==> config.mk <==
export PLATFORM = sky130hd
export DESIGN_NAME = fltpm_ctrl
export DESIGN_NICKNAME = d
export VERILOG_FILES = /design/src/rtl/fltpm_pkg.sv /design/src/rtl/fltpm_ctrl.sv
export SDC_FILE = /design/constraint.sdc
export NUM_CORES = 1
export LEC_CHECK = 0
export ABC_CLOCK_PERIOD_IN_PS = 1500
export BUFFER_PORTS_ARGS = -buffer_cell sky130_fd_sc_hd__buf_2
export CORE_AREA = 8 8 45 47
export CTS_BUF_LIST = sky130_fd_sc_hd__clkbuf_8
export DETAILED_ROUTE_END_ITERATION = 8
export DIE_AREA = 0 0 53 55
export PLACE_DENSITY = 0.53
export SYNTH_ARGS = -nofsm -noshare
export SYNTH_HDL_FRONTEND = slang
export SYNTH_SLANG_ARGS = --single-unit
==> constraint.sdc <==
create_clock -name clock -period 1.5 [get_ports clock]
set_clock_uncertainty 0.05 [all_clocks]
set_input_delay 0.3 -clock clock [delete_from_list [all_inputs] [get_ports clock]]
set_output_delay 0.3 -clock clock [all_outputs]
set_load 0.02 [all_outputs]
==> src/rtl/fltpm_pkg.sv <==
// Shared types and constants of the four-level page table mapper.
package fltpm_pkg;

   // Default store size in table frames
   localparam int TABLE_FRAMES_DEF = 64;

   // Field widths
   localparam int IDX_W      = 9;
   localparam int ENTRY_W    = 64;
   localparam int FRAME_W    = 40;
   localparam int VPAGE_W    = 36;
   localparam int REQ_DATA_W = 80;
   localparam int RSP_DATA_W = 80;

   // Level of the last-level table
   localparam logic [1:0] LEAF_LEVEL = 2'd3;

   // Entry layout
   localparam logic [ENTRY_W-1:0] FLAG_PRESENT     = 64'h0000_0000_0000_0001;
   localparam logic [ENTRY_W-1:0] FLAG_WRITABLE    = 64'h0000_0000_0000_0002;
   localparam logic [ENTRY_W-1:0] FRAME_FIELD_MASK = 64'h000F_FFFF_FFFF_F000;

   // Result status codes
   localparam logic STATUS_MAPPED  = 1'b0;
   localparam logic STATUS_NO_ROOM = 1'b1;

   // Commands from the controller to the datapath
   typedef struct packed {
      logic clear_step;
      logic load_req;
      logic mem_rd;
      logic red_start;
      logic walk_adv;
      logic alloc_begin;
      logic alloc_adv;
      logic leaf_wr;
      logic load_rsp;
   } fltpm_cmd_type;

   // Status from the datapath to the controller
   typedef struct packed {
      logic clear_last;
      logic present;
      logic red_done;
      logic at_leaf;
      logic no_room;
   } fltpm_status_type;

endpackage

==> src/rtl/fltpm_ctrl.sv <==
// Controller: sequences clearing, the table walk, allocation and the result word.
module fltpm_ctrl
   import fltpm_pkg::*;
(
   input  logic             clock,
   input  logic             reset,
   input  logic             req_tvalid,
   output logic             req_tready,
   output logic             rsp_tvalid,
   input  logic             rsp_tready,
   input  fltpm_status_type status,
   output fltpm_cmd_type    cmd
);

   typedef enum logic [3:0] {
      ST_CLEAR,
      ST_IDLE,
      ST_WALK_RD,
      ST_WALK_CHK,
      ST_WALK_RED,
      ST_CHECK,
      ST_ALLOC_RD,
      ST_ALLOC_WR,
      ST_RESULT
   } state_type;

   state_type state_ff, state_in;
   logic      rsp_valid_ff, rsp_valid_in;

   assign req_tready = (state_ff == ST_IDLE);
   assign rsp_tvalid = rsp_valid_ff;

   // Next state and commands
   always_comb begin
      state_in = state_ff;
      cmd      = '0;
      case (state_ff)
         ST_CLEAR: begin
            cmd.clear_step = 1'b1;
            if (status.clear_last) begin
               state_in = ST_IDLE;
            end
         end
         ST_IDLE: begin
            if (req_tvalid) begin
               cmd.load_req = 1'b1;
               state_in     = ST_WALK_RD;
            end
         end
         ST_WALK_RD: begin
            if (status.at_leaf) begin
               state_in = ST_CHECK;
            end else begin
               cmd.mem_rd = 1'b1;
               state_in   = ST_WALK_CHK;
            end
         end
         ST_WALK_CHK: begin
            if (status.present) begin
               cmd.red_start = 1'b1;
               state_in      = ST_WALK_RED;
            end else begin
               state_in = ST_CHECK;
            end
         end
         ST_WALK_RED: begin
            if (status.red_done) begin
               cmd.walk_adv = 1'b1;
               state_in     = ST_WALK_RD;
            end
         end
         ST_CHECK: begin
            cmd.alloc_begin = 1'b1;
            state_in = status.no_room ? ST_RESULT : ST_ALLOC_RD;
         end
         ST_ALLOC_RD: begin
            cmd.mem_rd = 1'b1;
            state_in   = ST_ALLOC_WR;
         end
         ST_ALLOC_WR: begin
            if (status.at_leaf) begin
               cmd.leaf_wr = 1'b1;
               state_in    = ST_RESULT;
            end else begin
               cmd.alloc_adv = 1'b1;
               state_in      = ST_ALLOC_RD;
            end
         end
         ST_RESULT: begin
            if (!rsp_valid_ff || rsp_tready) begin
               cmd.load_rsp = 1'b1;
               state_in     = ST_IDLE;
            end
         end
         default: begin
            state_in = ST_IDLE;
         end
      endcase
   end

   // Hold the result word valid until taken
   always_comb begin
      rsp_valid_in = rsp_valid_ff;
      if (cmd.load_rsp) begin
         rsp_valid_in = 1'b1;
      end else if (rsp_tready) begin
         rsp_valid_in = 1'b0;
      end
   end

   always_ff @(posedge clock) begin
      if (reset) begin
         state_ff     <= ST_CLEAR;
         rsp_valid_ff <= 1'b0;
      end else begin
         state_ff     <= state_in;
         rsp_valid_ff <= rsp_valid_in;
      end
   end

endmodule

# Yosys cells after proc, flatten, opt, wreduce, memory -nomap -nowiden
# Index checks and enable logic that the tools add are counted.
dict set report word_totals {
  output_inout_bits 11
  register_bits 5
  word_cells 44
}
dict set report op_classes {
  eq_ne 12
  n_reduce_logical 5
  n_mux 25
}
# cell count
set op_table {}
lappend op_table {{one-hot mux 4 bit (9 select lines)} 1}
lappend op_table {{two-way mux 4 bit} 6}
lappend op_table {{== test 4 x 3 -> 1 bit, second input constant} 4}
lappend op_table {{two-way mux 1 bit} 15}
lappend op_table {{== test 4 x 2 -> 1 bit, second input constant} 2}
lappend op_table {{inequality test 2 bit, second input constant} 4}
lappend op_table {{== test 4 x 1 -> 1 bit, second input constant} 1}
lappend op_table {{== test 4 bit, second input constant} 1}
lappend op_table {{logical NOT 4 bit} 1}
lappend op_table {{AND reduction 4 bit} 1}
lappend op_table {{two-way mux 3 bit} 1}
lappend op_table {{two-way mux 2 bit} 1}
lappend op_table {{one-hot mux 1 bit (2 select lines)} 1}
lappend op_table {{nonzero test 2 bit} 1}
lappend op_table {{logical NOT 1 bit} 1}
lappend op_table {{logical OR 1 bit} 1}

# Logic depth before layout (Yosys ltp)
# Gate-level depths: netlist (run 1).
dict set report depth {
  ltp_word 5
  ltp_mapped 5
}

# Least setup slack after synthesis (run 1)
# No wires, ideal clock.
dict set report synth_path {
  path_kind {reg2out}
  from {register state_ff[1]}
  to {output port cmd[7] in the netlist's numbering}
  path_stages_with_launch 4
  arrival_time_ps 1411
  required_time_ps 1150
  path_slack_ps -261
  path_cell_list {dfxtp_1 clkbuf_1 nor3_1 and2_1}
}
# item line_no
set synth_rtl {}
lappend synth_rtl {{start, declared} fltpm_ctrl.sv:27} ;# state_type state_ff, state_in;
lappend synth_rtl {{start signal, assigned} fltpm_ctrl.sv:116} ;# state_ff <= state_in;
lappend synth_rtl {{end, declared} fltpm_ctrl.sv:12} ;# output fltpm_cmd_type cmd

==> flow_metrics.py, run 1 <==
metrics = {
    "status": {
        "status": "finished with violations",
        "violations": "setup timing",
    },
    "synthesis": {
        "syn_inst": 50,
        "synth_area_leaders": "dfxtp_1 26%, a21oi_1 6.5%, inv_1 5.9%, nor3_1 5.2%, o221ai_1 4.6%",
        "ys_warn_count": 0,
        "synth_area_um2": 384,
        "yosysTopAreaCell": "dfxtp_1",
        "synth-seq-cells": 5,
        "syn_avg_cell_area_um2": 7.68,
        "ys_seq_area_share_pct": 26.1,
        "synth_top_area_share_pct": 26.1,
        "synth.distinct_cells": 27,
        "postSynthNetCount": 59,
    },
    "routing": {
        "wl_per_cell_um": 14.9,
        "drtIter0Drc": 8,
        "viasPerCell": 5.11,
        "drc": 0,
        "firstDrtPassIters": 4,
        "wirelength_um": 1540,
        "ant_nets": 0,
        "vias": 526,
    },
    "placement": {
        "gp_congestion": 0.714,
        "dp_hpwl_um": 952,
        "numPortBuffers": 19,
        "post-place-ws_ps": -12.4,
    },
    "setup_path": {
        "path_max_fanout": 3,
        "crit_slowest_cell": "or4b_4",
        "critPathArrivalTime_ps": 1350,
        "worstSetupEndpointType": "output port",
        "critPathBufInv": 1,
        "cpPeakStageDelay_ps": 540,
        "cp.required_ps": 1150,
        "crit_chain": "or4b_4 > nor2b_1 > buf_4",
        "crit_family": "simple AND/OR/NAND/NOR gates",
        "crit_type": "flop to output port",
        "cp-start-kind": "flop",
    },
    "grt": {
        "grt_max_degree": 12,
        "grt_pass1_wl_um": 2200,
        "grtUsageTotal_pct": 10.0,
        "grt_antenna_before_repair": 0,
        "overflow": 0,
        "grt_pass1_vias": 500,
    },
    "floorplan": {
        "dieArea_um2": 2920,
        "die_y_um": 55,
        "start_util_pct": 27.8,
        "ios": 20,
        "num_rows": 14,
        "core_area_um2": 1380,
        "die_width_um": 53,
    },
    "power_and_ir_drop": {
        "intPower_mw": 0.390,
        "clock_power_share_pct": 46.7,
        "power_switching_mw": 0.143,
        "seqPwrFrac_pct": 26.0,
        "irDropWorstVdd_v": 0.000532,
        "comb_power_share_pct": 27.3,
        "power-per-cell-area_nw_per_um2": 638,
        "swShare_pct": 26.7,
        "fin_total_pwr_mw": 0.533,
        "total_leakage_power_nw": 0.394,
    },
    "clocking": {
        "clk_pin_slew_ps": 40,
        "clock_sinks": 5,
        "cts_max_path_buffers": 2,
        "numCtsBuffers": 3,
        "htree_levels": 1,
        "insertion_delay_ps": 220,
        "cts_hold_buf": 0,
        "cts-root-buf": "clkbuf_8",
        "cts_tree": "yes",
    },
    "sta": {
        "slew_headroom_pct": 76.9,
        "whs_ps": 262,
        "drv_slew": 0,
        "finalHoldViolations": 0,
        "setup_viol": 8,
        "worst_slew_pin_slew_ps": 346,
        "rsz0062_at_grt": "yes",
        "setup_slack_ps": -201,
        "final.min_clock_period_ps": 1700,
        "fmax_mhz": 588,
        "post-route-period-util_pct": 113,
    },
    "layout": {
        "drive_gt1_share_pct": 72.4,
        "area_growth_pct": 118,
        "final_cell_mix": "14 x buf_6, 14 x buf_4, 9 x buf_2",
        "fillers": 112,
        "n_antenna_cell": 0,
        "final_nets": 97,
    },
    "hold_path": {
        "worst_hold_path_type": "input pin to flop",
    },
    "job": {
        "maxCapViolations": 0,
    },
}
[flip-flops by register name, summed over array words and instances (netlist names)]
signal      flops
rsp_tvalid      1
state_ff        4
[final cells by class]
| cell class | count | area [um2] | share of cell area (%) |
|---|---|---|---|
| Clock buffer | 3 | 41.3 | 4.94 |
| Inverter | 6 | 22.5 | 2.69 |
| Sequential cell | 5 | 108 | 12.9 |
| Multi-Input combinational cell | 35 | 332 | 39.7 |
| Clock inverter | 1 | 5.00 | 0.599 |
| Tap cell | 16 | 20.0 | 2.40 |
| Timing Repair Buffer | 37 | 308 | 36.8 |
[power by group through the flow]
stage          sequential (mW)  combinational (mW)  clock, mW
2_1_floorplan            0.140              0.0522          0
3_3_place_gp             0.141              0.0914          0
3_5_place_dp             0.142              0.0900          0
4_1_cts                  0.140               0.106      0.254
5_1_grt                  0.139               0.156      0.269
6_report                 0.139               0.145      0.249
[worst paths after layout]
path	start	to	slack, ps	cells after the start
min	reset	rsp_tvalid	260	2
max reg2reg	state_ff[0]	state_ff[2]	-20	7
min reg2reg	rsp_tvalid	rsp_tvalid	470	2
max	state_ff[0]	cmd[0]	-200	3
[Yosys cell counts]
cell	n
buf_6	1
o211a_1	1
nor4_1	1
nor3_1	4
and2_1	1
o22ai_1	1
a2111o_1	1
a2111oi_1	1
o221a_2	1
a211oi_1	1
a211o_1	1
o221ai_1	2
buf_4	1
nand2b_1	1
nor2b_1	1
dfxtp_1	5
nand2_1	3
a21oi_1	5
and4b_2	1
clkbuf_1	2
nor2_1	4
or4b_1	1
and4b_1	1
nand2b_2	1
nor3b_1	1
a2111oi_0	1
inv_1	6
[metrics by stage]
stage | std cells | cell area [um2] | TNS, ps | util, %
after floorplan | 50 | 405 | -153 | -
after global placement | 92 | 577 | -20.5 | 41.7
after detailed placement | 92 | 577 | -12.4 | 41.7
after CTS | 98 | 716 | -433 | 51.7
after global routing | 103 | 836 | -1330 | 60.4
final | 103 | 836 | -718 | 60.4
[layer usage]
metal	track usage, %	share of wire, %	vias to the layer above	routed length [um]
met5	0	0	-	0
met4	2.59	2.0	0	31
met3	5.35	8.1	4	124
met2	18.2	51	15	781
met1	9.86	39	246	599
li1	-	-	261	-
[cells by family after synthesis]
kind of cell,share of synthesized area [%]
AO/OA/AOI/OAI,30.3
buffers and inverters,12.7
flip-flops,26.1
AND/OR/NAND/NOR,30.9
[timing repair]
action | in CTS | in global routing
gates resized for setup | 25 | 22
cloned | 0 | 0
buffers inserted | 2 | 5
pin swaps | 4 | 10
hold endpoints to repair | 0 | 0
endpoints found under the setup margin | 10 | 12
Power figures use the tool's default switching activity.
==> run 2: changes to the inputs <==
==> config.mk (replaced) <==
export PLATFORM = sky130hd
export DESIGN_NAME = fltpm_ctrl
export DESIGN_NICKNAME = d
export VERILOG_FILES = /design/src/rtl/fltpm_pkg.sv /design/src/rtl/fltpm_ctrl.sv
export SDC_FILE = /design/constraint.sdc
export NUM_CORES = 1
export LEC_CHECK = 0
export ABC_CLOCK_PERIOD_IN_PS = 1700
export BUFFER_PORTS_ARGS = -buffer_cell sky130_fd_sc_hd__buf_2
export CORE_AREA = 8 8 45 47
export DETAILED_ROUTE_END_ITERATION = 8
export DIE_AREA = 0 0 53 55
export PLACE_DENSITY = 0.51
export SYNTH_ARGS = -nofsm -noshare
export SYNTH_HDL_FRONTEND = slang
export SYNTH_SLANG_ARGS = --single-unit
==> constraint.sdc (replaced) <==
create_clock -name clock -period 1.7 [get_ports clock]
set_clock_uncertainty 0.05 [all_clocks]
set_input_delay 0.34 -clock clock [delete_from_list [all_inputs] [get_ports clock]]
set_output_delay 0.34 -clock clock [all_outputs]
set_load 0.02 [all_outputs]
==> flow_metrics.py, run 2 (synthesis gave the netlist of run 1 again) <==
metrics = {
    "setup_path": {
        "worstSetupEndpointType": "output port",
        "rrSetupSlack_ps": 100,
        "worst-path-stages": 3,
        "timing.rr.start": "state_ff[0]",
        "timing.rr.end": "state_ff[1]",
        "critPathBufInv": 1,
        "crit_type": "flop to output port",
        "crit_family": "simple AND/OR/NAND/NOR gates",
        "path_max_fanout": 3,
        "critPathArrivalTime_ps": 1350,
        "cp.required_ps": 1310,
        "cpPeakStageDelay_ps": 540,
        "ff2ff_path_depth": 5,
        "crit_slowest_cell": "or4b_4",
        "cp-start-kind": "flop",
        "crit_chain": "or4b_4 > nor2b_2 > buf_6",
    },
    "sta": {
        "worst_slew_pin_slew_ps": 418,
        "rsz0062_at_grt": "yes",
        "tns_ps": -54.8,
        "whs_ps": 263,
        "post-route-period-util_pct": 103,
        "fmax_mhz": 574,
        "finalHoldViolations": 0,
        "final.min_clock_period_ps": 1740,
        "drv_slew": 0,
        "setup_viol": 2,
        "setup_slack_ps": -43.5,
        "slew_headroom_pct": 71.4,
    },
    "clocking": {
        "cts_max_path_buffers": 2,
        "clock_sinks": 5,
        "clk_pin_slew_ps": 40,
        "numCtsBuffers": 3,
        "insertion_delay_ps": 240,
        "cts_tree": "yes",
        "htree_levels": 1,
        "cts_hold_buf": 0,
        "cts-root-buf": "clkbuf_4",
    },
    "layout": {
        "n_antenna_cell": 0,
        "final_cell_area_um2": 716,
        "final_nets": 92,
        "drive_gt1_share_pct": 63.4,
        "layout.cells.non_filler": 98,
        "regMostFlops": "state_ff",
        "final_cell_mix": "14 x buf_2, 13 x buf_4, 6 x inv_1",
        "area_growth_pct": 86.3,
        "fin_util_pct": 51.7,
        "final_common_cell": "buf_2",
        "largest_reg_flops": 4,
    },
    "placement": {
        "numPortBuffers": 19,
        "dpl_cell_area_um2": 522,
        "post-place-ws_ps": 101,
        "gp_congestion": 0.834,
        "dp_hpwl_um": 951,
        "dp.cells": 86,
    },
    "routing": {
        "ant_nets": 0,
        "viasPerCell": 5.15,
        "dr_wl_met3_um": 99,
        "wirelength_um": 1450,
        "dr.max_layer_used": "met3",
        "firstDrtPassIters": 4,
        "drtIter0Drc": 10,
        "wl_per_cell_um": 14.8,
        "drc": 0,
        "wirelength_met1_um": 551,
        "wl_met2_um": 803,
        "vias": 505,
    },
    "floorplan": {
        "ios": 20,
        "die_y_um": 55,
        "dieArea_um2": 2920,
        "core_area_um2": 1380,
        "start_util_pct": 27.8,
        "num_rows": 14,
        "die_width_um": 53,
    },
    "status": {
        "status": "finished with violations",
        "violations": "setup timing",
    },
    "grt": {
        "overflow": 0,
        "grt_max_degree": 14,
        "grt_pass1_wl_um": 2020,
        "grt_pass1_vias": 461,
        "grtUsageTotal_pct": 9.28,
        "grt_antenna_before_repair": 0,
    },
    "job": {
        "maxCapViolations": 0,
    },
    "hold_path": {
        "hold_end": "rsp_tvalid",
        "min_from": "reset",
        "worst_hold_path_type": "input pin to flop",
        "worstHoldPathCells": 2,
    },
    "power_and_ir_drop": {
        "irDropWorstVdd_v": 0.000295,
        "fin_total_pwr_mw": 0.348,
        "total_leakage_power_nw": 0.346,
        "power-per-cell-area_nw_per_um2": 487,
    },
}
## run 2: cell type report
cell class                 count  area (um2)
fill                         134         668
multi-input combinational     35         300
timing repair buffer          32         241
sequential                     5         105
clock buffer                   4        26.3
inverter                       6        22.5
tap                           16        20.0
## run 2: how the worst max path moves through the flow
| stage | start | end | slack (ps) |
|---|---|---|---|
| floorplan | state_ff[2] | cmd[3] | 30 |
| global placement | state_ff[0] | cmd[0] | 140 |
| detailed placement | state_ff[0] | state_ff[1] | 100 |
| CTS | state_ff[2] | cmd[0] | -50 |
| global route | state_ff[1] | cmd[0] | -90 |
| finish | state_ff[0] | cmd[0] | -40 |
## run 2: worst reg2reg max path: cells and delay by family, from the launching register on
family / cells / cell delay, ps
AO/OA/AOI/OAI: 2 / 240
buffers and inverters: 1 / 150
flip-flops: 1 / 320
AND/OR/NAND/NOR: 2 / 710
## run 2: metal layers
layer	vias to the layer above	global-route usage, %
li1	252	-
met1	238	9.86
met2	15	16.2
met3	0	5.08
met4	0	1.29
met5	-	0
## run 2: timing repair
item                                    CTS  global route
gates cloned                              0             1
buffers inserted                          5             2
gates resized for setup                  13            13
pin swaps                                 2             3
endpoints found under the setup margin    4             8
## run 2: report_power, final
group	internal [mW]	switching [mW]
Clock	0.0887	0.0476
Sequential	0.121	0.00245
Combinational	0.0394	0.0495
==> run 3: changes to the inputs <==
--- a/config.mk
+++ b/config.mk
@@ -5,7 +5,7 @@
 export SDC_FILE = /design/constraint.sdc
 export NUM_CORES = 1
 export LEC_CHECK = 0
-export ABC_CLOCK_PERIOD_IN_PS = 1700
+export ABC_CLOCK_PERIOD_IN_PS = 2150
 export BUFFER_PORTS_ARGS = -buffer_cell sky130_fd_sc_hd__buf_2
 export CORE_AREA = 8 8 45 47
 export DETAILED_ROUTE_END_ITERATION = 8
==> constraint.sdc (replaced) <==
create_clock -name clock -period 2.15 [get_ports clock]
set_clock_uncertainty 0.05 [all_clocks]
set_input_delay 0.43 -clock clock [delete_from_list [all_inputs] [get_ports clock]]
set_output_delay 0.43 -clock clock [all_outputs]
set_load 0.02 [all_outputs]
==> flow_metrics.py, run 3 (synthesis gave the netlist of run 1 again) <==
metrics = {
    "grt": {
        "met2_usage_pct": 12.9,
        "grt_use_met1_pct": 9.10,
        "grt_max_degree": 12,
        "grt_pass1_vias": 431,
        "grt_antenna_before_repair": 0,
        "overflow": 0,
        "top_usage_layer": "met2",
        "grtUsageTotal_pct": 7.86,
        "grt_pass1_wl_um": 1790,
        "grt_use_met3_pct": 4.01,
    },
    "clocking": {
        "numCtsBuffers": 3,
        "cts_hold_buf": 0,
        "cts_tree": "yes",
        "clock_sinks": 5,
        "cts-root-buf": "clkbuf_4",
        "insertion_delay_ps": 240,
        "post_cts_buffers": 0,
        "cts_max_path_buffers": 2,
        "htree_levels": 1,
        "clk_pin_slew_ps": 50,
        "cts_resized": 0,
    },
    "placement": {
        "numPortBuffers": 19,
        "dp_hpwl_um": 902,
        "gp_congestion": 0.751,
        "dpl_cell_area_um2": 488,
        "dp.cells": 83,
    },
    "setup_path": {
        "worstSetupEndpointType": "output port",
        "cp-start-kind": "flop",
        "ff2ff_path_depth": 4,
        "startpoint": "state_ff[1]",
        "timing.rr.start": "state_ff[0]",
        "path_max_fanout": 10,
        "cp.required_ps": 1670,
        "rrSetupSlack_ps": 370,
        "critPathArrivalTime_ps": 1510,
        "timing.rr.end": "state_ff[1]",
        "crit_type": "flop to output port",
        "endpoint": "cmd[0]",
    },
    "hold_path": {
        "worst_hold_path_type": "input pin to flop",
        "worstHoldPathCells": 2,
    },
    "sta": {
        "final.min_clock_period_ps": 1990,
        "finalHoldViolations": 0,
        "rsz0062_at_grt": "no",
        "slew_headroom_pct": 76.0,
        "fmax_mhz": 502,
        "post-route-period-util_pct": 92.7,
        "tns_ps": 0,
        "worst_slew_pin_slew_ps": 359,
        "setup_viol": 0,
        "drv_slew": 0,
    },
    "floorplan": {
        "start_util_pct": 27.8,
        "dieArea_um2": 2920,
        "core_area_um2": 1380,
        "die_width_um": 53,
        "ios": 20,
        "num_rows": 14,
        "die_y_um": 55,
    },
    "layout": {
        "final_common_cell": "buf_2",
        "final_cell_area_um2": 514,
        "drive_gt1_share_pct": 38.0,
        "area_growth_pct": 33.9,
        "final_nets": 81,
        "largest_reg_flops": 4,
        "n_antenna_cell": 0,
        "final_cell_mix": "19 x buf_2, 6 x inv_1, 5 x a21oi_1, 5 x dfxtp_1",
        "layout.cells.non_filler": 87,
        "regMostFlops": "state_ff",
    },
    "power_and_ir_drop": {
        "power-per-cell-area_nw_per_um2": 495,
        "total_leakage_power_nw": 0.251,
        "irDropWorstVdd_v": 0.000404,
    },
    "routing": {
        "drc": 0,
        "ant_nets": 0,
        "wl_per_cell_um": 13.2,
        "firstDrtPassIters": 4,
        "viasPerCell": 5.09,
        "drtIter0Drc": 4,
        "vias": 443,
        "wirelength_um": 1150,
    },
    "job": {
        "maxCapViolations": 0,
    },
    "status": {
        "status": "finished, final reports clean",
    },
}
==> run 3: cell type report <==
type                            count  area (um2)
Clock buffer                        4        26.3
Tap cell                           16        20.0
Multi-Input combinational cell     35         235
Fill cell                         158         870
Timing Repair Buffer               21         110
Sequential cell                     5         100
Inverter                            6        22.5
==> run 3: how the worst min path moves through the flow <==
stage,slack (ps),from,to
3_5_place_dp,470,state_ff[3],state_ff[0]
5_1_grt,350,reset,state_ff[3]
6_report,360,reset,state_ff[3]
3_3_place_gp,460,rsp_tvalid,rsp_tvalid
4_1_cts,350,reset,state_ff[3]
2_1_floorplan,420,state_ff[3],state_ff[0]
==> run 3: per-layer routing <==
metal	vias up	part of all wire [%]
met5	-	0
met4	0	0
met3	0	9.9
met2	18	44
met1	199	46
li1	226	-
==> run 3: power breakdown <==
part           internal (mW)  switching [mW]
clock network         0.0701          0.0372
registers             0.0952         0.00494
logic                 0.0201          0.0272
total                  0.185          0.0693
==> run 3: worst max-delay path: stages (launching register included) <==
cell     delay (ps)
dfxtp_1         410
or4b_1          580
nor2b_1         120
buf_2           160
==> run 3: stage by stage <==
stage / total power, mW / utilization [%] / hold WS, ps / worst slack (ps)
2_1_floorplan: 0.132 / - / 422 / 259
3_3_place_gp: 0.149 / 35.3 / 457 / 395
3_5_place_dp: 0.149 / 35.3 / 469 / 386
4_1_cts: 0.260 / 37.2 / 349 / 162
5_1_grt: 0.272 / 37.2 / 348 / 47.3
6_report: 0.255 / 37.2 / 356 / 157
